==> config.mk <==
export PLATFORM = sky130hd
export DESIGN_NAME = adc_i2c_poll_sequencer
export DESIGN_NICKNAME = d
export VERILOG_FILES = /design/src/aips_pkg.sv /design/src/aips_cfg.sv /design/src/aips_core.sv /design/src/adc_i2c_poll_sequencer.sv
export SDC_FILE = /design/constraint.sdc
export NUM_CORES = 1
export LEC_CHECK = 0
export BUFFER_PORTS_ARGS = -buffer_cell sky130_fd_sc_hd__buf_4
export CAP_MARGIN = 0
export CORE_ASPECT_RATIO = 0.5
export CORE_UTILIZATION = 55
export CTS_CLUSTER_DIAMETER = 50
export CTS_CLUSTER_SIZE = 14
export DETAILED_ROUTE_END_ITERATION = 16
export PLACE_DENSITY = 0.74
export SLEW_MARGIN = 40
export SYNTH_ARGS = -nofsm -noshare
export SYNTH_HDL_FRONTEND = slang
export SYNTH_HIERARCHICAL = 1
export SYNTH_SLANG_ARGS = --single-unit
==> constraint.sdc <==
create_clock -name clk_i -period 3.99 [get_ports clk_i]
set_clock_uncertainty 0.2 [all_clocks]
set_input_delay 0.1995 -clock clk_i [delete_from_list [all_inputs] [get_ports clk_i]]
set_output_delay 0.1995 -clock clk_i [all_outputs]
set_load 0.005 [all_outputs]
==> src/aips_pkg.sv <==
// ----------------------------------------------------------------------------
// aips_pkg: shared types and constants for the converter poll sequencer
// Holds transfer status codes, register indexes, phase encoding and the
// bundles passed between the configuration, core and top-level modules.
// ----------------------------------------------------------------------------
`default_nettype none

package aips_pkg;

  localparam int unsigned TickW   = 10;
  localparam int unsigned ToutW   = 8;
  localparam int unsigned RetryW  = 4;
  localparam int unsigned SampleW = 16;
  localparam int unsigned CfgIdxW = 2;
  localparam int unsigned CfgDatW = 10;

  localparam logic [TickW-1:0]   TickMax  = '1;
  localparam logic [RetryW-1:0]  RetryMax = '1;

  localparam logic [TickW-1:0]   ConvTicksRst  = TickW'(143);
  localparam logic [ToutW-1:0]   TimeoutRst    = ToutW'(10);
  localparam logic [RetryW-1:0]  RetryLimitRst = RetryW'(5);
  localparam logic [TickW-1:0]   BackoffRst    = TickW'(10);

  typedef enum logic [1:0] {
    BUS_PENDING  = 2'd0,
    BUS_COMPLETE = 2'd1,
    BUS_NACK     = 2'd2,
    BUS_ERROR    = 2'd3
  } bus_status_e;

  typedef enum logic [CfgIdxW-1:0] {
    REG_CONV_TICKS   = 2'd0,
    REG_TIMEOUT      = 2'd1,
    REG_RETRY_LIMIT  = 2'd2,
    REG_NACK_BACKOFF = 2'd3
  } cfg_reg_e;

  typedef enum logic {
    PH_CONVERT = 1'b0,
    PH_STATUS  = 1'b1
  } phase_e;

  typedef struct packed {
    logic [TickW-1:0]  conv_ticks;
    logic [ToutW-1:0]  timeout_ticks;
    logic [RetryW-1:0] retry_limit;
    logic [TickW-1:0]  backoff_ticks;
  } cfg_t;

  typedef struct packed {
    logic [1:0] status;
    logic [7:0] byte_high;
    logic [7:0] byte_mid;
    logic [7:0] byte_low;
  } tick_item_t;

  typedef struct packed {
    logic               read_request;
    logic               sample_valid;
    logic [SampleW-1:0] sample_value;
  } result_t;

endpackage

`default_nettype wire

==> src/aips_cfg.sv <==
// ----------------------------------------------------------------------------
// aips_cfg: configuration register file
// Four timing/limit registers written through a valid/ready port.
// ----------------------------------------------------------------------------
`default_nettype none

module aips_cfg (
  input  wire logic                          clk_i,
  input  wire logic                          rst_ni,
  input  wire logic                          cfg_valid_i,
  output logic                               cfg_ready_o,
  input  wire logic [aips_pkg::CfgIdxW-1:0]  cfg_index_i,
  input  wire logic [aips_pkg::CfgDatW-1:0]  cfg_data_i,
  output aips_pkg::cfg_t                     cfg_o
);
  import aips_pkg::*;

  cfg_t cfg_q;

  assign cfg_ready_o = 1'b1;
  assign cfg_o       = cfg_q;

  always_ff @(posedge clk_i or negedge rst_ni) begin
    if (!rst_ni) begin
      cfg_q.conv_ticks    <= ConvTicksRst;
      cfg_q.timeout_ticks <= TimeoutRst;
      cfg_q.retry_limit   <= RetryLimitRst;
      cfg_q.backoff_ticks <= BackoffRst;
    end else if (cfg_valid_i) begin
      case (cfg_reg_e'(cfg_index_i))
        REG_CONV_TICKS:   cfg_q.conv_ticks    <= cfg_data_i[TickW-1:0];
        REG_TIMEOUT:      cfg_q.timeout_ticks <= cfg_data_i[ToutW-1:0];
        REG_RETRY_LIMIT:  cfg_q.retry_limit   <= cfg_data_i[RetryW-1:0];
        REG_NACK_BACKOFF: cfg_q.backoff_ticks <= cfg_data_i[TickW-1:0];
        default: ;
      endcase
    end
  end

endmodule

`default_nettype wire

==> src/aips_core.sv <==
// ----------------------------------------------------------------------------
// aips_core: poll sequencer state and per-tick update
// Holds phase, tick and retry counters and the last sample; computes the
// result for one tick item and commits the new state when step_i is high.
// ----------------------------------------------------------------------------
`default_nettype none

module aips_core (
  input  wire logic               clk_i,
  input  wire logic               rst_ni,
  input  wire logic               step_i,
  input  aips_pkg::tick_item_t    item_i,
  input  aips_pkg::cfg_t          cfg_i,
  output aips_pkg::result_t       result_o
);
  import aips_pkg::*;

  phase_e              phase_q, phase_d;
  logic [TickW-1:0]    tick_q, tick_d;
  logic [RetryW-1:0]   retry_q, retry_d;
  logic [SampleW-1:0]  held_q, held_d;
  logic                held_vld_q, held_vld_d;

  logic [TickW-1:0]    tick_inc;
  logic [RetryW-1:0]   retry_inc;
  logic [TickW-1:0]    nack_tick;
  logic                conv_done;
  logic                timed_out;
  logic                retry_ok;
  bus_status_e         status;
  logic                read_req;
  logic                smp_vld;
  logic [SampleW-1:0]  smp_val;

  assign status    = bus_status_e'(item_i.status);
  assign tick_inc  = (tick_q == TickMax) ? tick_q : tick_q + TickW'(1);
  assign retry_inc = (retry_q == RetryMax) ? retry_q : retry_q + RetryW'(1);
  assign nack_tick = (cfg_i.conv_ticks > cfg_i.backoff_ticks) ?
                     cfg_i.conv_ticks - cfg_i.backoff_ticks : '0;
  assign conv_done = tick_inc >= cfg_i.conv_ticks;
  assign timed_out = tick_inc >= {{(TickW-ToutW){1'b0}}, cfg_i.timeout_ticks};
  assign retry_ok  = retry_inc < cfg_i.retry_limit;

  // Phase transitions
  always_comb begin
    phase_d = phase_q;
    case (phase_q)
      PH_CONVERT: begin
        if (conv_done) phase_d = PH_STATUS;
      end
      PH_STATUS: begin
        case (status)
          BUS_PENDING:  if (timed_out) phase_d = PH_CONVERT;
          BUS_COMPLETE: phase_d = PH_CONVERT;
          BUS_NACK:     phase_d = PH_CONVERT;
          BUS_ERROR:    if (!retry_ok) phase_d = PH_CONVERT;
          default:      phase_d = phase_q;
        endcase
      end
      default: phase_d = PH_CONVERT;
    endcase
  end

  // Counters, held sample and read request
  always_comb begin
    tick_d     = tick_q;
    retry_d    = retry_q;
    held_d     = held_q;
    held_vld_d = held_vld_q;
    read_req   = 1'b0;
    case (phase_q)
      PH_CONVERT: begin
        if (conv_done) begin
          tick_d   = '0;
          retry_d  = '0;
          read_req = 1'b1;
        end else begin
          tick_d = tick_inc;
        end
      end
      PH_STATUS: begin
        case (status)
          BUS_PENDING: begin
            if (timed_out) begin
              tick_d     = '0;
              held_vld_d = 1'b0;
            end else begin
              tick_d = tick_inc;
            end
          end
          BUS_COMPLETE: begin
            held_d     = {item_i.byte_high[5:0], item_i.byte_mid, item_i.byte_low[7:6]};
            held_vld_d = 1'b1;
            tick_d     = '0;
          end
          BUS_NACK: begin
            tick_d = nack_tick;
          end
          BUS_ERROR: begin
            retry_d = retry_inc;
            tick_d  = '0;
            if (retry_ok) begin
              read_req = 1'b1;
            end else begin
              held_vld_d = 1'b0;
            end
          end
          default: ;
        endcase
      end
      default: ;
    endcase
  end

  // Sample is only shown while waiting for the next conversion
  assign smp_vld  = (phase_d == PH_CONVERT) && held_vld_d;
  assign smp_val  = smp_vld ? held_d : '0;
  assign result_o = {read_req, smp_vld, smp_val};

  always_ff @(posedge clk_i or negedge rst_ni) begin
    if (!rst_ni) begin
      phase_q    <= PH_CONVERT;
      tick_q     <= '0;
      retry_q    <= '0;
      held_q     <= '0;
      held_vld_q <= 1'b0;
    end else if (step_i) begin
      phase_q    <= phase_d;
      tick_q     <= tick_d;
      retry_q    <= retry_d;
      held_q     <= held_d;
      held_vld_q <= held_vld_d;
    end
  end

endmodule

`default_nettype wire

==> src/adc_i2c_poll_sequencer.sv <==
// ----------------------------------------------------------------------------
// adc_i2c_poll_sequencer: tick-driven poll sequencer for a converter on I2C
// Each input item is one millisecond tick carrying the bus transfer status
// and three response bytes. Every tick produces exactly one result: a read
// request strobe and the last unpacked 16-bit sample with its valid flag.
//
// Input channel: in_valid_i / in_stall_o with bus_status_i, byte_*_i.
// Output channel: out_valid_o / out_stall_i with read_request_o,
// sample_valid_o, sample_value_o. A transfer happens when valid is high and
// stall is low.
// Configuration: cfg_valid_i / cfg_ready_o, cfg_index_i selects conversion
// ticks, timeout ticks, retry limit or NACK backoff; cfg_ready_o is always
// high. Write only while no tick is in flight.
//
// Input transfer to result passes through the input register and then the
// result register. One tick is taken every cycle while the receiver does not
// stall; the sequencer state update between the two registers is the only loop.
// Reset clears all state and loads register defaults (143, 10, 5, 10).
// When the receiver stalls, the result register holds and the input
// register fills, then in_stall_o rises in the same cycle.
// ----------------------------------------------------------------------------
`default_nettype none

module adc_i2c_poll_sequencer (
  input  wire logic                          clk_i,
  input  wire logic                          rst_ni,
  input  wire logic                          in_valid_i,
  output logic                               in_stall_o,
  input  wire logic [1:0]                    bus_status_i,
  input  wire logic [7:0]                    byte_high_i,
  input  wire logic [7:0]                    byte_mid_i,
  input  wire logic [7:0]                    byte_low_i,
  output logic                               out_valid_o,
  input  wire logic                          out_stall_i,
  output logic                               read_request_o,
  output logic                               sample_valid_o,
  output logic [aips_pkg::SampleW-1:0]       sample_value_o,
  input  wire logic                          cfg_valid_i,
  output logic                               cfg_ready_o,
  input  wire logic [aips_pkg::CfgIdxW-1:0]  cfg_index_i,
  input  wire logic [aips_pkg::CfgDatW-1:0]  cfg_data_i
);
  import aips_pkg::*;

  cfg_t        cfg;
  tick_item_t  item_q;
  logic        item_vld_q;
  result_t     core_res;
  result_t     res_q;
  logic        res_vld_q;
  logic        advance;
  logic        step;
  logic        in_xfer;

  assign advance    = !res_vld_q || !out_stall_i;
  assign step       = item_vld_q && advance;
  assign in_stall_o = item_vld_q && !advance;
  assign in_xfer    = in_valid_i && !in_stall_o;

  aips_cfg u_cfg (
    .clk_i       (clk_i),
    .rst_ni      (rst_ni),
    .cfg_valid_i (cfg_valid_i),
    .cfg_ready_o (cfg_ready_o),
    .cfg_index_i (cfg_index_i),
    .cfg_data_i  (cfg_data_i),
    .cfg_o       (cfg)
  );

  aips_core u_core (
    .clk_i    (clk_i),
    .rst_ni   (rst_ni),
    .step_i   (step),
    .item_i   (item_q),
    .cfg_i    (cfg),
    .result_o (core_res)
  );

  // Input register
  always_ff @(posedge clk_i or negedge rst_ni) begin
    if (!rst_ni) begin
      item_vld_q <= 1'b0;
    end else if (in_xfer) begin
      item_vld_q <= 1'b1;
    end else if (step) begin
      item_vld_q <= 1'b0;
    end
  end

  always_ff @(posedge clk_i) begin
    if (in_xfer) begin
      item_q.status    <= bus_status_i;
      item_q.byte_high <= byte_high_i;
      item_q.byte_mid  <= byte_mid_i;
      item_q.byte_low  <= byte_low_i;
    end
  end

  // Result register
  always_ff @(posedge clk_i or negedge rst_ni) begin
    if (!rst_ni) begin
      res_vld_q <= 1'b0;
    end else if (advance) begin
      res_vld_q <= item_vld_q;
    end
  end

  always_ff @(posedge clk_i) begin
    if (step) begin
      res_q <= core_res;
    end
  end

  assign out_valid_o    = res_vld_q;
  assign read_request_o = res_q.read_request;
  assign sample_valid_o = res_q.sample_valid;
  assign sample_value_o = res_q.sample_value;

endmodule

`default_nettype wire

# After elaboration in Yosys (flattened, before gate mapping)
# Cells that the tools add are included.
[word_totals]
ff_bits = 108
inputBits = 43
output_inout_bits = 21
word_cells = 81
[classes]
n_addsub = 3
n_lt_le_gt_ge = 4
n_eq_ne = 10
muxes = 25
bitwise = 2
reduce_logical = 19
[ops]
columns = ["operator", "n"]
rows = [
  ["$mux W10", 4],
  ["$mux W16", 2],
  ["$pmux W10 S3", 1],
  ["$pmux W10 S2", 1],
  ["$mux W4", 3],
  ["$add A10 B1 Y10 const B", 1],
  ["$eq A10 B10 Y1 const B", 1],
  ["$ge A10 B10 Y1", 1],
  ["$ge A10 B8 Y1", 1],
  ["$gt A10 B10 Y1", 1],
  ["$sub A10 B10 Y10", 1],
  ["$mux W1", 9],
  ["$eq A2 B2 Y1 const B", 4],
  ["$pmux W4 S2", 1],
  ["$reduce_and A2 Y1", 4],
  ["$pmux W1 S3", 2],
  ["$add A4 B1 Y4 const B", 1],
  ["$eq A2 B1 Y1 const B", 2],
  ["$eq A4 B4 Y1 const B", 1],
  ["$logic_and A1 B1 Y1", 4],
  ["$logic_not A1 Y1", 4],
  ["$logic_not A2 Y1", 2],
  ["$lt A4 B4 Y1", 1],
  ["$pmux W1 S2", 2],
  ["7 further kinds", 9],
]

# Logic depth before layout (Yosys ltp)
# Gate-level depths: netlist of run 1.
[logic_depth]
depth_word = 8
ltp_mapped = 16
mapped_depth_nobuf = 14

# By module
# The synthesis of run 1 kept the hierarchy.
[by_module_without_submodules]
columns = ["module", "instances", "cells_per_inst", "area_each_um2", "seq_area_each_um2"]
rows = [
  ["aips_core", 1, 364, 3004.1, 800.8],
  ["adc_i2c_poll_sequencer", 1, 52, 1413.9, 1371.3],
  ["aips_cfg", 1, 71, 1238.7, 814.5],
]

# Least setup slack after synthesis of run 1
# No wires, ideal clock.
[synth_timing]
kind = "reg-to-reg"
start = "reg res_vld_q (netlist: out_valid_o)"
end = "reg u_core.held_q[10]"
setup_ps = 125
t_arrival_ps = 3198
required_ps = 3665
setup_slack_ps = 467
path_stages_with_launch = 5
cell_sequence = "dfrtp_1 > a21boi_0 > nand2_1 > clkbuf_1 > mux2_2"
[synth_between]
elab_chain_len = 3
[synth_lines]
columns = ["element", "line", "rtl"]
rows = [
  ["start, declared", "adc_i2c_poll_sequencer.sv:50", "logic res_vld_q;"],
  ["start signal, assigned", "adc_i2c_poll_sequencer.sv:104", "res_vld_q <= item_vld_q;"],
  ["$logic_not A1 Y1", "adc_i2c_poll_sequencer.sv:55", "assign advance = !res_vld_q || !out_stall_i;"],
  ["$logic_or A1 B1 Y1", "adc_i2c_poll_sequencer.sv:55", ""],
  ["$logic_and A1 B1 Y1", "adc_i2c_poll_sequencer.sv:56", "assign step = item_vld_q && advance;"],
  ["via step", "adc_i2c_poll_sequencer.sv:52", "logic step;"],
  ["end signal, assigned", "aips_core.sv:131", "held_q <= held_d;"],
  ["end, declared", "aips_core.sv:21", "logic [SampleW-1:0] held_q, held_d;"],
]
# The timed path passes the listed nets, and every way through them passes these cells.
# A chain may end at the register's enable or synchronous reset.

# Worst setup path in the final report of run 1
[layout_timing]
start = "reg u_core.tick_q[0]"
end = "reg u_core.tick_q[0]"
[layout_between]
elab_chain_len = 6
elab_cells_between_ends = 9
classes_between = "add/sub (1); order compare (2); eq/ne (1); mux (5)"
[layout_lines]
columns = ["element", "line", "rtl"]
rows = [
  ["start, declared", "aips_core.sv:19", "logic [TickW-1:0] tick_q, tick_d;"],
  ["start signal, assigned", "aips_core.sv:129", "tick_q <= tick_d;"],
  ["$add A10 B1 Y10 / $eq A10 B10 Y1 (equally long branches)", "aips_core.sv:36", "assign tick_inc = (tick_q == TickMax) ? tick_q : tick_q + TickW'(1);"],
  ["$mux W10 *", "aips_core.sv:36", ""],
  ["$ge A10 B8 Y1", "aips_core.sv:41", "assign timed_out = tick_inc >= {{(TickW-ToutW){1'b0}}, cfg_i.timeout_ticks};"],
  ["$mux W10", "aips_core.sv:84", "if (timed_out) begin"],
  ["$pmux W10 S3", "aips_core.sv:82", "case (status)"],
  ["$pmux W10 S2 *", "aips_core.sv:71", "case (phase_q)"],
]
# Mark *: on every way between the ends. The rest lies on a longest branch, timed or not.

==> flow_metrics.tcl, run 1 <==
set metrics [dict create \
    timing.critical_path.from "u_core/tick_q[0]$_DFFE_PN0P_" \
    report.final.slew_viol_count 0 \
    grt_remaining_overflow 0 \
    final_net_count 644 \
    utilization_of_the_core_after_routing_pct 69.1 \
    timing.final.crit_period_ns 3.72 \
    rsz0062_at_grt "false" \
    fp.dieH_um 72.2 \
    final.fill_count 742 \
    cell_type_of_the_slowest_stage_on_the_worst_timing_path "sky130_fd_sc_hd__dfrtp_1" \
    startpoint_kind_of_the_worst_setup_timing_path "flip-flop" \
    post-dp-hpwl_um 7600 \
    cts_sink_count 102 \
    power_per_cell_area_nw_per_um2 556 \
    setup_total_negative_slack_ns 0 \
    worst-endpoint-required_ns 4.01 \
    clockRootBuffer "sky130_fd_sc_hd__clkbuf_16" \
    die_w_um 142 \
    antenna-diode-count 0 \
    tritoncts "yes" \
    drt_first_iter_violations 272 \
    post_route_cells_drive_above_1_share_pct 26.7 \
    clk_pin_slew_ns 0.07 \
    max_slew_margin_pct 51.9 \
    track_usage_pct 24.0 \
    drt_drc_violations_left 0 \
    routabilityCongestion 0.832 \
    crit_path_cell_trace "ha_1, nand4_1, nor2_1, buf_4, nor2_1, nor2_1, ha_1, a211oi_1, o21ai_0, a211oi_1, o211a_2, o21ai_2, o311ai_0" \
    syn_avg_cell_area_um2 11.3 \
    mappedNetlistArea_um2 5420 \
    critical_path_peak_fanout 7 \
    vias_per_cell 5.54 \
    layout-area-overhead-vs-synth_pct 21.3 \
    timing.final.hold_violations 0 \
    path_common_cell "sky130_fd_sc_hd__nor2_1" \
    layout_worst_path_cycle_share_pct 93.2 \
    grt_pass1_vias 3739 \
    worstSkewPairLatency_ns 0.34 \
    synth_warnings 6 \
    route.final.wire_length_um 11200 \
    crit_family "compound AO/OA/AOI/OAI gates" \
    post_synth_inst_count 479 \
    worst-endpoint-arrival_ns 3.74 \
    net_count_after_synthesis 556 \
    vdd_drop_max_v 0.000259 \
    critPathCaptureType "flip-flop" \
    setup_violations 0 \
    buffer_ports.inserted 54 \
    fmax_mhz 269 \
    max_cap_viol_count 0 \
    critPathMaxStageDelay_ns 0.44 \
    hold_path_startpoint "cfg_index_i[1]" \
    total_leakage_power_nw 2.86 \
    core_area_um2 9510 \
    die_area_um2 10300 \
    start_util_pct 57.0 \
    worst_pin_slew_ns 0.720 \
    wl_per_cell_um 15.9 \
    worst-setup-path-type "reg -> reg" \
    htree_num_levels 3 \
    io-pin-count 64 \
    run_status "completed" \
    fp-row-count 25 \
    grt_first_pass_wirelength_um 18600 \
    num_vias 3919 \
    antenna_found_initial 0 \
    min_path_type "in -> reg" \
    critPathBufInv 1 \
    post-cts-setup-buffer-count 0 \
    largest_net_degree_at_the_start_of_global_routing 67 \
    detail_route.first_pass.iterations 5 \
    antenna_left 0 \
    cts_made_buffers 9 \
    worstReg2RegStart "u_core/tick_q[0]$_DFFE_PN0P_" \
    ctsLongestPathBuffers 2 \
]
==> layout by cell type (no fill, tap or decap), drive strengths merged, types with 3 or more instances in the layout <==
| cell type | instances |
|---|---|
| clkinvlp | 3 |
| nand2b | 4 |
| edfxtp | 36 |
| nor2b | 7 |
| o211ai | 17 |
| dfrtp | 55 |
| inv | 44 |
| nor3 | 4 |
| dfstp | 11 |
| and3 | 5 |
| dlygate4sd3 | 32 |
| nor4 | 3 |
| a221o | 5 |
| nand2 | 40 |
| o21a | 5 |
| a21o | 7 |
| xnor2 | 7 |
| a22o | 4 |
| buf | 60 |
| a31oi | 3 |
| xor2 | 6 |
| a21oi | 33 |
| a211oi | 3 |
| o21ai | 20 |
| nor2 | 20 |
| nand4 | 6 |
| mux2 | 50 |
| ha | 33 |
| nand3 | 12 |
| clkbuf | 11 |
==> report_power, final <==
part	leakage, nW	internal, W	switching [W]
sequential	1.15	0.00137	0.000195
combinational	1.58	0.000606	0.000671
clock	0.124	0.000430	0.000384
==> registers in the layout, indices dropped and copies added, names as in the netlist <==
signal,cells
u_core/tick_q,10
u_core/held_q,16
u_core/phase_q,1
item_vld_q,1
sample_valid_o,1
read_request_o,1
sample_value_o,16
item_q,18
u_core/retry_q,4
u_cfg/cfg_o,32
u_core/held_vld_q,1
out_valid_o,1
==> through the flow <==
step                power (W)  hold slack (ns)  area [µm²]  setup WS (ns)  instances
detailed placement    0.00281           0.0398        5970          0.175        659
CTS                   0.00365            0.122        6560          0.157        707
floorplan             0.00244           -0.296        5420          0.467        479
global placement      0.00275            0.160        5960          0.271        659
global route          0.00391            0.126        6570         0.0254        707
finish                0.00366            0.131        6570          0.270        707
==> tightest hold or removal path: stages <==
cell	delay (ns)
sky130_fd_sc_hd__buf_4	0.11
sky130_fd_sc_hd__nor3b_4	0.09
sky130_fd_sc_hd__mux2_2	0.23
==> per-layer routing <==
metal	wire length, µm	global-route usage (%)
met5	0	0
met4	118	6.21
met3	484	5.15
met2	4990	37.1
met1	5620	34.5
==> final timing paths <==
| kind | to | slack [ns] | cells past startpoint |
|---|---|---|---|
| min | u_cfg/cfg_o[28]$_DFFE_PN0P_ | 0.13 | 3 |
| max | u_core/tick_q[0]$_DFFE_PN0P_ | 0.27 | 13 |
| min reg2reg | u_cfg/cfg_o[19]$_DFFE_PN0P_ | 0.31 | 1 |
| max in group asynchronous | u_cfg/cfg_o[18]$_DFFE_PN0P_ | 2.93 | 2 |
| min in group asynchronous | u_core/held_q[9]$_DFFE_PN0P_ | 0.20 | 2 |
| max reg2reg | u_core/tick_q[0]$_DFFE_PN0P_ | 0.27 | 13 |
==> cell type report <==
class,instances,area [µm²],area share [%]
Timing Repair Buffer,92,774,11.8
Sequential cell,102,2750,41.8
Clock inverter,5,42.5,0.647
Tap cell,135,169,2.57
Inverter,42,158,2.40
Clock buffer,11,233,3.54
Multi-Input combinational cell,320,2450,37.3
==> timing repair <==
action | CTS | global route
endpoints found under the hold margin | 107 | 0
gates resized for setup | 0 | 2
hold buffers | 32 | 0
setup endpoints to repair | 0 | 13
No activity file was read; power rests on OpenSTA's default activity.
==> run 2, diff against run 1 <==
==> constraint.sdc (replaced) <==
create_clock -name clk_i -period 3.99 [get_ports clk_i]
set_clock_uncertainty 0.2 [all_clocks]
set_input_delay 0 -clock clk_i [delete_from_list [all_inputs] [get_ports clk_i]]
set_output_delay 0 -clock clk_i [all_outputs]
set_load 0.005 [all_outputs]
==> run 2 against run 1 <==
Net effect:
- routed wire length is 5.2% higher
- flip-flop and latch count stayed put
- via count is 1.6% higher
- design area is 1.6% higher
- critical path type unchanged
- critical endpoint is now u_core/tick_q[2]$_DFFE_PN0P_
- largest power group unchanged
- highest routed layer unchanged
==> flow_metrics.tcl, run 2 (same netlist as run 1, synthesis figures left out) <==
set metrics [dict create \
    whs_path_depth 3 \
    final_cells 714 \
    io-pin-count 64 \
    cts_sink_count 102 \
    worstSkewPairLatency_ns 0.35 \
    critPathMaxStageDelay_ns 0.44 \
    worst_hold_slack_ns 0.0420 \
    cell_count_after_placement 660 \
    route.final.wire_length_um 11800 \
    layout_worst_path_cycle_share_pct 91.7 \
    r2r_end "u_core/tick_q[2]$_DFFE_PN0P_" \
    startpoint_kind_of_the_worst_setup_timing_path "flip-flop" \
    min_path_type "in -> reg" \
    routabilityCongestion 0.851 \
    buffer_ports.inserted 54 \
    report.final.slew_viol_count 0 \
    die_w_um 142 \
    final.fill_count 716 \
    post-dp-hpwl_um 7850 \
    timing.final.hold_violations 0 \
    drt_drc_violations_left 0 \
    largest_net_degree_at_the_start_of_global_routing 32 \
    utilization_of_the_core_after_routing_pct 70.2 \
    fmax_mhz 273 \
    total_leakage_power_nw 2.91 \
    grt_remaining_overflow 0 \
    critical_path_peak_fanout 6 \
    hold_path_startpoint "cfg_index_i[0]" \
    reg2regPathDepth 12 \
    worst-endpoint-arrival_ns 3.68 \
    clk_pin_slew_ns 0.07 \
    max_cap_viol_count 0 \
    rsz0062_at_grt "false" \
    clockRootBuffer "sky130_fd_sc_hd__clkbuf_16" \
    most-common-layout-cells "60 x sky130_fd_sc_hd__buf_4, 55 x sky130_fd_sc_hd__dfrtp_1, 50 x sky130_fd_sc_hd__mux2_2" \
    num_vias 3982 \
    power_per_cell_area_nw_per_um2 559 \
    antenna_left 0 \
    crit_path_cell_trace "ha_1, nand4_1, nor2_1, mux2_2, ha_1, nand2_1, o21ai_0, a211oi_2, or2_2, o211ai_1, o21ai_0, a221o_1" \
    cell_type_of_the_slowest_stage_on_the_worst_timing_path "sky130_fd_sc_hd__dfrtp_1" \
    final_net_count 651 \
    tritoncts "yes" \
    setup_violations 0 \
    grt_pass1_vias 3749 \
    grt_first_pass_wirelength_um 19200 \
    cell_area_after_layout_um2 6680 \
    htree_num_levels 3 \
    vias_per_cell 5.58 \
    post_dp_cell_area_um2 5980 \
    fp.dieH_um 72.2 \
    max_slew_margin_pct 50.4 \
    drt_first_iter_violations 248 \
    antenna_found_initial 0 \
    start_util_pct 57.0 \
    timing.final.crit_period_ns 3.66 \
    worst-endpoint-required_ns 4.01 \
    cts_made_buffers 9 \
    layout-area-overhead-vs-synth_pct 23.3 \
    layout.cells.most_common "sky130_fd_sc_hd__buf_4" \
    fp-row-count 25 \
    detail_route.first_pass.iterations 5 \
    worstReg2RegStart "u_core/tick_q[0]$_DFFE_PN0P_" \
    wl_per_cell_um 16.5 \
    die_area_um2 10300 \
    ff2ff_setup_slack_ns 0.33 \
    hold-path-endpoint "u_cfg/cfg_o[21]$_DFFE_PN0P_" \
    critPathCaptureType "flip-flop" \
    worst_pin_slew_ns 0.742 \
    track_usage_pct 24.8 \
    core_area_um2 9510 \
    setup_total_negative_slack_ns 0 \
    vdd_drop_max_v 0.000293 \
    post_route_cells_drive_above_1_share_pct 27.1 \
    run_status "completed" \
    worst-setup-path-type "reg -> reg" \
    ctsLongestPathBuffers 2 \
    antenna-diode-count 0 \
    largest_register_ff_count 32 \
]
==> run 2: cell types whose count changed in the layout (fill, tap and decap cells not counted), moves of 2 or more <==
cell / delta
sky130_fd_sc_hd__buf_12: +2
sky130_fd_sc_hd__clkbuf_1: -2
sky130_fd_sc_hd__clkinvlp_4: -2
sky130_fd_sc_hd__dlygate4sd3_1: +5
==> run 2: critical path, delay by kind of cell, from the launching register on <==
kind                     cells  cell delay (ns)
multiplexers                 1             0.40
AND/OR/NAND/NOR              4             0.70
AO/OA/AOI/OAI                5             1.27
adder cells (fa/ha/maj)      2             0.53
flip-flops                   1             0.44
==> run 2: timing repair <==
item                                    CTS  global route
endpoints found under the setup margin    0            20
endpoints found under the hold margin   114             0
setup buffers                             0             0
hold buffers                             38             0
gates resized for setup                   0             4
==> run 2: power breakdown <==
| group | internal [W] | total (W) | switching [W] |
|---|---|---|---|
| Clock | 0.000432 | 0.000838 | 0.000406 |
| Combinational | 0.000627 | 0.00133 | 0.000700 |
| Sequential | 0.00137 | 0.00157 | 0.000200 |
| Total | 0.00243 | 0.00374 | 0.00131 |
==> run 2: layout make-up <==
| type | count | area, µm² | share of cell area [%] |
|---|---|---|---|
| multi-input cells | 320 | 2460 | 36.9 |
| inverters | 42 | 158 | 2.36 |
| clock buffers | 9 | 225 | 3.37 |
| well taps | 135 | 169 | 2.53 |
| repair buffers | 99 | 861 | 12.9 |
| flip-flops and latches | 102 | 2750 | 41.1 |
| clock inverters | 7 | 56.3 | 0.843 |
==> run 2: metal layers <==
metal | track usage [%] | share of wire [%] | up-vias
li1 | - | - | 1932
met1 | 34.8 | 47 | 1921
met2 | 39.4 | 47 | 115
met3 | 5.74 | 5.2 | 14
met4 | 6.57 | 1.3 | 0
met5 | 0 | 0 | -
==> run 2: worst max-delay path by stage <==
stage	start	end	cells past startpoint	slack, ns
3_5_place_dp	u_core/tick_q[0]$_DFFE_PN0P_	sample_value_o[11]$_DFFE_PP_	14	0.16
5_1_grt	u_core/tick_q[0]$_DFFE_PN0P_	sample_value_o[11]$_DFFE_PP_	16	0.04
2_1_floorplan	out_valid_o$_DFFE_PN0P_	u_core/held_q[10]$_DFFE_PN0P_	4	0.47
3_3_place_gp	u_core/tick_q[0]$_DFFE_PN0P_	sample_value_o[10]$_DFFE_PP_	14	0.29
6_report	u_core/tick_q[0]$_DFFE_PN0P_	u_core/tick_q[2]$_DFFE_PN0P_	12	0.33
4_1_cts	u_core/tick_q[0]$_DFFE_PN0P_	sample_value_o[11]$_DFFE_PP_	12	0.14
==> run 2: metrics by stage <==
step | worst slack, ns | power, W
2_1_floorplan | 0.467 | 0.00244
3_3_place_gp | 0.291 | 0.00275
3_5_place_dp | 0.159 | 0.00282
4_1_cts | 0.139 | 0.00370
5_1_grt | 0.0436 | 0.00397
6_report | 0.332 | 0.00374
==> run 3, diff against run 2 <==
--- a/config.mk
+++ b/config.mk
@@ -8,11 +8,11 @@
 export BUFFER_PORTS_ARGS = -buffer_cell sky130_fd_sc_hd__buf_4
 export CAP_MARGIN = 0
 export CORE_ASPECT_RATIO = 0.5
-export CORE_UTILIZATION = 55
+export CORE_UTILIZATION = 59
 export CTS_CLUSTER_DIAMETER = 50
 export CTS_CLUSTER_SIZE = 14
 export DETAILED_ROUTE_END_ITERATION = 16
-export PLACE_DENSITY = 0.74
+export PLACE_DENSITY = 0.88
 export SLEW_MARGIN = 40
 export SYNTH_ARGS = -nofsm -noshare
 export SYNTH_HDL_FRONTEND = slang
==> constraint.sdc (replaced) <==
create_clock -name clk_i -period 4.2 [get_ports clk_i]
set_clock_uncertainty 0.2 [all_clocks]
set_input_delay 0 -clock clk_i [delete_from_list [all_inputs] [get_ports clk_i]]
set_output_delay 0 -clock clk_i [all_outputs]
set_load 0.005 [all_outputs]
==> run 3 against run 2 <==
Net effect:
- register-to-register slack is essentially flat
- total power fell by 5.7%
- core utilization grew 4.3 points
- via count grew 2.2%
- die area fell by 6.6%
- clock power down 5.7%
==> flow_metrics.tcl, run 3 (same netlist as run 1, synthesis figures left out) <==
set metrics [dict create \
    wl_met1_um 5170 \
    critPathCaptureType "flip-flop" \
    clk_pin_slew_ns 0.07 \
    report.final.slew_viol_count 0 \
    layout-area-overhead-vs-synth_pct 21.0 \
    buffer_ports.inserted 54 \
    post-cts-setup-buffer-count 0 \
    setup_violations 0 \
    worst-endpoint-required_ns 4.24 \
    final.fill_count 562 \
    largest_register_ff_count 32 \
    cts_made_buffers 9 \
    max_slew_margin_pct 42.9 \
    grt_pass1_vias 4038 \
    wl_met3_um 839 \
    antenna_found_initial 0 \
    timing.final.hold_violations 0 \
    ctsLongestPathBuffers 2 \
    post-dp-hpwl_um 7870 \
    worst-setup-path-type "reg -> reg" \
    highest-signal-layer "met4" \
    cell_count_after_placement 639 \
    largest_net_degree_at_the_start_of_global_routing 67 \
    final_cells 688 \
    preCtsSetupSlack_ns 0.340 \
    worst-endpoint-arrival_ns 3.90 \
    max_cap_viol_count 0 \
    routabilityCongestion 0.892 \
    die_area_um2 9590 \
    num_vias 4069 \
    min_path_type "in -> reg" \
    antenna_left 0 \
    layout_worst_path_cycle_share_pct 91.9 \
    cell_area_after_layout_um2 6560 \
    setup_total_negative_slack_ns 0 \
    die_w_um 138 \
    startpoint_kind_of_the_worst_setup_timing_path "flip-flop" \
    htree_num_levels 3 \
    critical_path_peak_fanout 8 \
    drt_drc_violations_left 0 \
    final_net_count 644 \
    crit_path_cell_trace "ha_1, nand4_1, nor2_2, nor3_1, xor2_1, ha_1, o21ai_0, nor2_1, a211oi_1, o211a_1, a211o_1, o21ai_0, a22o_1" \
    start_util_pct 61.6 \
    grt_first_pass_wirelength_um 20300 \
    layout.cells.most_common "sky130_fd_sc_hd__buf_4" \
    fmax_mhz 259 \
    worstSkewPairLatency_ns 0.35 \
    cell_type_of_the_slowest_stage_on_the_worst_timing_path "sky130_fd_sc_hd__dfrtp_1" \
    total_leakage_power_nw 2.87 \
    clockRootBuffer "sky130_fd_sc_hd__clkbuf_16" \
    wl_per_cell_um 18.0 \
    io-pin-count 64 \
    timing.final.crit_period_ns 3.86 \
    antenna-diode-count 0 \
    post_dp_cell_area_um2 5930 \
    fp.dieH_um 69.8 \
    detail_route.first_pass.iterations 5 \
    power_per_cell_area_nw_per_um2 537 \
    setup_ws_ns 0.342 \
    track_usage_pct 28.1 \
    multi_input_area_um2 2440 \
    cts_sink_count 102 \
    wl_met2_um 5950 \
    core_area_um2 8800 \
    fp-row-count 24 \
    rsz0062_at_grt "false" \
    post_route_cells_drive_above_1_share_pct 26.4 \
    most-common-layout-cells "57 x sky130_fd_sc_hd__buf_4, 55 x sky130_fd_sc_hd__dfrtp_1, 50 x sky130_fd_sc_hd__mux2_2" \
    route.final.wire_length_um 12400 \
    drt_first_iter_violations 321 \
    vias_per_cell 5.91 \
    grt_remaining_overflow 0 \
    vdd_drop_max_v 0.000434 \
    run_status "completed" \
    critPathMaxStageDelay_ns 0.44 \
    worst_pin_slew_ns 0.856 \
    tritoncts "yes" \
    layout.area.seq_um2 2750 \
]
-- run 3: cell count changes in the layout (fill, tap and decap cells not counted), sizes merged --
| cell | change |
|---|---|
| buf | -4 |
| inv | -1 |
| dlygate4sd3 | -3 |
-- run 3: cell type report --
cell class                      instances  area share, %
Sequential cell                       102           41.9
Clock buffer                            9           3.44
Multi-Input combinational cell        320           37.3
Inverter                               42           2.41
Timing Repair Buffer                   92           11.9
Clock inverter                          6          0.859
Tap cell                              117           2.23
-- run 3: critical path, delay by kind of cell (launching register included) --
kind / cells / cell delay (ns)
compound gates: 6 / 1.58
xor+xnor: 1 / 0.31
fa+ha+maj: 2 / 0.58
simple gates: 4 / 0.64
flops: 1 / 0.44
-- run 3: routing by layer --
layer | up-vias | track usage (%)
met4 | 0 | 12.5
met1 | 1953 | 34.9
met3 | 41 | 8.26
met2 | 161 | 45.6
met5 | - | 0
li1 | 1914 | -
-- run 3: repair_timing --
item	CTS	global route
hold endpoints to repair	107	0
endpoints found under the setup margin	0	1
resized for setup	0	2
hold buffers	34	0
-- run 3: path summary, 6_finish.rpt --
kind,from,to,slack (ns),cells after the start
setup / recovery,u_core/tick_q[0]$_DFFE_PN0P_,u_core/retry_q[0]$_DFFE_PN0P_,0.34,13
hold / removal,cfg_valid_i,u_cfg/cfg_o[14]$_DFFE_PN0P_,0.01,3
setup reg to reg,u_core/tick_q[0]$_DFFE_PN0P_,u_core/retry_q[0]$_DFFE_PN0P_,0.34,13
hold reg to reg,u_cfg/cfg_o[7]$_DFFE_PN0P_,u_cfg/cfg_o[7]$_DFFE_PN0P_,0.31,1
max in group asynchronous,rst_ni,u_cfg/cfg_o[28]$_DFFE_PN0P_,3.35,2
min in group asynchronous,rst_ni,u_core/held_q[6]$_DFFE_PN0P_,0.02,2
-- run 3: power breakdown --
part / leakage, nW / total (W) / internal, W / switching (W)
sequential: 1.15 / 0.00151 / 0.00130 / 0.000204
combinational: 1.58 / 0.00123 / 0.000574 / 0.000652
clock: 0.136 / 0.000790 / 0.000410 / 0.000380
total: 2.87 / 0.00352 / 0.00229 / 0.00124
-- run 3: stage by stage --
step           total power [W]  hold WS (ns)  util, %
2_1_floorplan          0.00232        -0.496        -
3_3_place_gp           0.00260       -0.0492     67.3
3_5_place_dp           0.00267       -0.0427     67.4
4_1_cts                0.00349       0.00508     74.4
5_1_grt                0.00373        0.0296     74.5
6_report               0.00352        0.0130     74.5
